--- src/sv/tppc_pkg.sv ---
// ----------------------------------------------------------------------------
// tppc_pkg
// Shared types and constants of the three-phase power calculator.
// ----------------------------------------------------------------------------
package tppc_pkg;

    localparam int VOLT_W  = 20;
    localparam int CUR_W   = 24;
    localparam int POWER_W = 40;
    localparam int PF_W    = 16;

    localparam int SQ3_W = 19;
    localparam logic [SQ3_W-1:0] SQRT3_Q18 = 19'd454047;
    localparam logic [PF_W-1:0]  PF_ONE    = 16'd32768;
    localparam logic [CUR_W-1:0] CUR_MAX   = 24'hFFFFFF;

    // divider: dividend is the power shifted up by 41, divisor sqrt3*U*pf
    localparam int DIV_SHIFT = 41;
    localparam int REM_W     = POWER_W + DIV_SHIFT;
    localparam int DVS_W     = SQ3_W + VOLT_W + PF_W;
    localparam int NUM_CELLS = CUR_W + 1;

    // square root of 2^30 - pf^2
    localparam int RAD_W      = 31;
    localparam int SQRT_STEPS = 16;

    typedef struct packed {
        logic                cmd;
        logic [VOLT_W-1:0]   voltage;
        logic [CUR_W-1:0]    line_current;
        logic [POWER_W-1:0]  active_power_in;
        logic [PF_W-1:0]     power_factor;
    } in_t;

    typedef struct packed {
        logic                status;
        logic [POWER_W-1:0]  apparent_power;
        logic [POWER_W-1:0]  active_power;
        logic [POWER_W-1:0]  reactive_power;
        logic [PF_W-1:0]     power_factor_out;
        logic [CUR_W-1:0]    line_current_out;
    } out_t;

    // item as it moves through the cell chain
    typedef struct packed {
        logic                bad;
        logic                cmd;
        logic [VOLT_W-1:0]   voltage;
        logic [CUR_W-1:0]    line_current;
        logic [PF_W-1:0]     pf;
        logic [REM_W-1:0]    rem;
        logic [DVS_W-1:0]    dvs;
        logic [CUR_W-1:0]    quo;
        logic                sat;
        logic [RAD_W-1:0]    rad;
        logic [RAD_W-1:0]    root;
    } work_t;

endpackage

--- src/sv/tppc_cell.sv ---
// ----------------------------------------------------------------------------
// tppc_cell
// One pipeline cell: one restoring-division step and, in the first SQRT_STEPS cells, one square-root step.
// ----------------------------------------------------------------------------
module tppc_cell
    import tppc_pkg::*;
#(
    parameter int STEP = 0
) (
    input  logic  aclk,
    input  logic  aresetn,
    input  logic  in_valid,
    output logic  in_ready,
    input  work_t in_data,
    output logic  out_valid,
    input  logic  out_ready,
    output work_t out_data
);

    localparam int  DSH      = NUM_CELLS - 1 - STEP;
    localparam bit  HAS_SQRT = (STEP < SQRT_STEPS);
    localparam int  SJ       = HAS_SQRT ? 2 * (SQRT_STEPS - 1 - STEP) : 0;

    logic             valid_reg;
    work_t            data_reg;
    work_t            data_next;
    logic [REM_W-1:0] dsh;
    logic [RAD_W:0]   trial;

    assign in_ready  = !valid_reg || out_ready;
    assign out_valid = valid_reg;
    assign out_data  = data_reg;

    always_comb begin
        data_next = in_data;
        dsh = REM_W'(in_data.dvs) << DSH;
        if (in_data.rem >= dsh) begin
            data_next.rem = in_data.rem - dsh;
            if (DSH == CUR_W) begin
                data_next.sat = 1'b1;
            end else begin
                data_next.quo = in_data.quo | (CUR_W'(1) << DSH);
            end
        end
        trial = {1'b0, in_data.root} + ((RAD_W+1)'(1) << SJ);
        if (HAS_SQRT) begin
            if ({1'b0, in_data.rad} >= trial) begin
                data_next.rad  = in_data.rad - trial[RAD_W-1:0];
                data_next.root = (in_data.root >> 1) + (RAD_W'(1) << SJ);
            end else begin
                data_next.root = in_data.root >> 1;
            end
        end
    end

    always_ff @(posedge aclk) begin
        if (!aresetn) begin
            valid_reg <= 1'b0;
        end else if (in_ready) begin
            valid_reg <= in_valid;
        end
        if (in_ready && in_valid) begin
            data_reg <= data_next;
        end
    end

endmodule

--- config.mk ---
export PLATFORM = sky130hd
export DESIGN_NAME = tppc_cell
export DESIGN_NICKNAME = d
export VERILOG_FILES = /design/src/sv/tppc_pkg.sv /design/src/sv/tppc_cell.sv
export SDC_FILE = /design/constraint.sdc
export NUM_CORES = 1
export LEC_CHECK = 0
export ABC_AREA = 1
export BUFFER_PORTS_ARGS = -buffer_cell sky130_fd_sc_hd__clkbuf_2
export CAP_MARGIN = 30
export CORE_MARGIN = 2
export CORE_UTILIZATION = 30
export DETAILED_ROUTE_END_ITERATION = 8
export PLACE_DENSITY_LB_ADDON = 0.15
export SLEW_MARGIN = 40
export SYNTH_ARGS = -nofsm -noshare
export SYNTH_HDL_FRONTEND = slang
export SYNTH_SLANG_ARGS = --single-unit
--- constraint.sdc ---
create_clock -name aclk -period 54.2 [get_ports aclk]
set_input_delay 10.84 -clock aclk [delete_from_list [all_inputs] [get_ports aclk]]
set_output_delay 10.84 -clock aclk [all_outputs]
set_load 0.05 [all_outputs]
==> metrics.md <==
| Metric | Value |
|---|---|
| Outcome | `complete, no violations` |
| Post-cts hold buffer count | `0` |
| Reported max-cap violation count | `0` |
| Vias per cell | `4.444` |
| Largest net degree at the start of global routing | `between 100 and 150` |
| GRT Total Usage | `0.2146` |
| Longest individual stage delay on the worst path | `0.29 ns` |
| Number of distinct library cells after synthesis | `35` |
| DRC violations left | `0` |
| Most frequently used cell type in the post-synthesis netlist | `nand2_1` |
| Crit Path Class | `input pin to output port` |
| Worst slew margin relative to its limit | `0.4810` |
| DP Wirelength | `55090 µm` |
| Number of storage elements in the synthesis netlist | `~290` |
| Total clock sinks | `286` |
| Most used standard cells in the synthesized netlist | `818 x nand2_1, 436 x inv_1, 285 x edfxtp_1, 169 x nor2_1, 97 x nand3_1` |
| Leakage power of the design | `~12 nW` |
| Flip-flop cell with the highest count after synthesis | `edfxtp_1` |
| CTS H-Tree Depth | `2` |
| RSZ-0062 raised after global routing | `false` |
| Number of synthesis warnings | `0` |
| Net count reported at finish | `3161` |
| Syn nets | `2561` |
| Layout cell share with drive strength beyond 1 | `0.2386` |
| Post-layout minimum cycle time | `~22 ns` |
| Max Freq | `0.04500 GHz` |
| Endpoint type of the worst setup path | `output port` |
| Worst setup skew after layout | `about 0.011 ns` |
| Areal power density over the cells | `30.78 nW/µm²` |
| TritonCTS Buffers | `34` |
| Die span in x | `244.2 µm` |
| Area after detailed placement | `roughly 21000 µm²` |
| Worst reg2reg path depth | `5` |
| Fraction of post-synthesis cell area in the top cell type by area | `0.4943` |
| Worst-skew pair later-pin latency | `0.54 ns` |
| Clock slew at reported path FFs | `roughly 0.060 ns` |
| Starting density of the core | `0.3018` |
| Post-route cell area | `roughly 22000 µm²` |
| Cell repeated most along the worst path | `clkbuf_2` |
| Number of vias in the routed layout | `between 15000 and 20000` |
| Drt total wl | `65410 µm` |
| DIE AREA | `59660 µm²` |
| Final Hold Vio Count | `0` |
| Final Wtd Congestion | `~0.94` |
| Biggest area contributors in the synthesized netlist | `edfxtp_1 49%, nand2_1 18%, inv_1 9.5%` |
| Number of antenna violations at the first check in global routing | `2` |
| Cells on Worst Hold Path | `2` |
| Residual overflow from global routing | `0` |
| Actual transition at the worst max-transition pin | `0.7703 ns` |
| Crit path cell chain | `clkbuf_2 -> inv_1 -> nand2_1 -> clkbuf_2` |
| Ports placed on the boundary | `576` |
| Worst endpoint required time | `43.36 ns` |
| Die height | `244.2 µm` |
| Post-placement setup slack | `31.99 ns` |
| Cell taking the most area after synthesis | `edfxtp_1` |
| Largest driver fanout on the critical path | `2` |
| Maximum count of clock buffers along a single path | `3` |
| Number of rows created at floorplan | `about 90` |
| PostCTS Resize Cnt | `0` |
| Worst vdd rail ir drop | `about 0.018 mV` |
| Per-cell routed wire length | `18.30 µm` |
| Sort of element at the start of the critical path | `input pin` |
| Data arrival time at the worst-slack endpoint | `11.38 ns` |
| TritonCTS clock tree | `done` |
| Setup Viol. Count Final | `0` |
| Number of port buffers | `575` |
| Vias in the first global route | `16188` |
| Drt first pass iters | `5` |
| Share of the yosys chip area belonging to registers | `0.4954` |
| Portion of the clock cycle consumed by the worst path in the final layout | `0.4100` |
| Critical-path cell with the highest stage delay | `clkbuf_2` |
| Number of instances in the synthesized netlist | `2183` |
| Worst setup slack after layout | `around 32 ns` |
| Area growth, synth to finish | `28.33%` |
| Final slew viol count | `0` |
| Post-synthesis async set-or-reset flop share | `0` |
| Global-route wire length before repair | `95980 µm` |
| Area of the mapped netlist | `17320 µm²` |
| Remaining number of nets flagged by the antenna check after routing | `0` |
| 1st-iter DRT viols | `913` |
| Setup repair bufs after CTS | `0` |
| Count of flip-flops with a built-in enable after synthesis | `285` |
| Setup tns final | `0 ns` |
| Mean cell area of the mapped netlist | `7.932 µm²` |
| Worst min-delay path class | `register to register` |
| CTS root buf | `clkbuf_16` |
| Core Area | `around 57000 µm²` |
[per-layer routing]
metal / vias to the layer above / track usage / wire length [µm] / share of wire
li1: 8039 / - / - / -
met1: 7251 / 0.2536 / 26640 / 0.41
met2: 485 / 0.3802 / 31990 / 0.49
met3: 105 / 0.04357 / 4116 / 0.063
met4: 4 / 0.08483 / 2634 / 0.040
met5: - / 0 / 23 / 0.00035
[critical path, delay by kind of cell]
kind	cells	cell delay (ns)
buf+inv	3	0.43
simple gates	1	0.11
[worst paths after layout]
path,startpoint,endpoint,slack (ns)
min reg2reg,out_valid,out_valid,0.65
min,out_valid,out_valid,0.65
max,out_ready,in_ready,31.98
max reg2reg,out_valid,out_data[22],51.50
[state kept, by name, indices dropped and copies added (netlist names)]
register and count:
out_data 285, out_valid 1
[cell usage in the layout, fill, tap and decap left out, types with 34 or more instances in the layout]
master	count
clkbuf_2	575
clkbuf_16	34
nor2_1	169
a21oi_1	65
nand3_1	97
o21ai_0	39
ha_1	87
nand2_1	818
edfxtp_1	285
inv_1	436
xor2_1	43
[power breakdown]
group | total, mW | switching, mW | internal [mW] | leakage (nW)
Combinational | 0.193 | 0.144 | 0.0491 | 8.34
Clock | 0.221 | 0.0948 | 0.126 | 0.521
Sequential | 0.270 | 0.00485 | 0.266 | 2.77
Total | 0.684 | 0.243 | 0.441 | 11.6
[stage by stage]
step	std cells	hold WS (ns)	total power, mW	util
6_report	3574	0.6451	0.6839	0.3874
5_1_grt	3573	0.6696	0.7176	0.3873
4_1_cts	3572	0.6275	0.6930	0.3868
3_5_place_dp	3511	0.6139	0.4686	0.3684
3_3_place_gp	3509	0.5995	0.4676	0.3677
2_1_floorplan	2183	1.107	0.4134	-
[cell type report]
class	instances	area [µm²]
Fill cell	6150	35140
Sequential cell	286	8578
Multi-Input combinational cell	1426	6932
Timing Repair Buffer	583	2995
Inverter	452	1699
Tap cell	765	957.2
Clock buffer	39	869.6
Clock inverter	22	187.7
Antenna cell	1	2.502
[kinds of logic after synthesis]
group / share of synthesized area
DFF: 0.4954
AOI/OAI and AO/OA: 0.03830
buffers and inverters: 0.1049
and+or+nand+nor: 0.2729
adders and majority gates: 0.06518
xor gates and xnor gates: 0.02327
(Power assumes the default switching activity.)
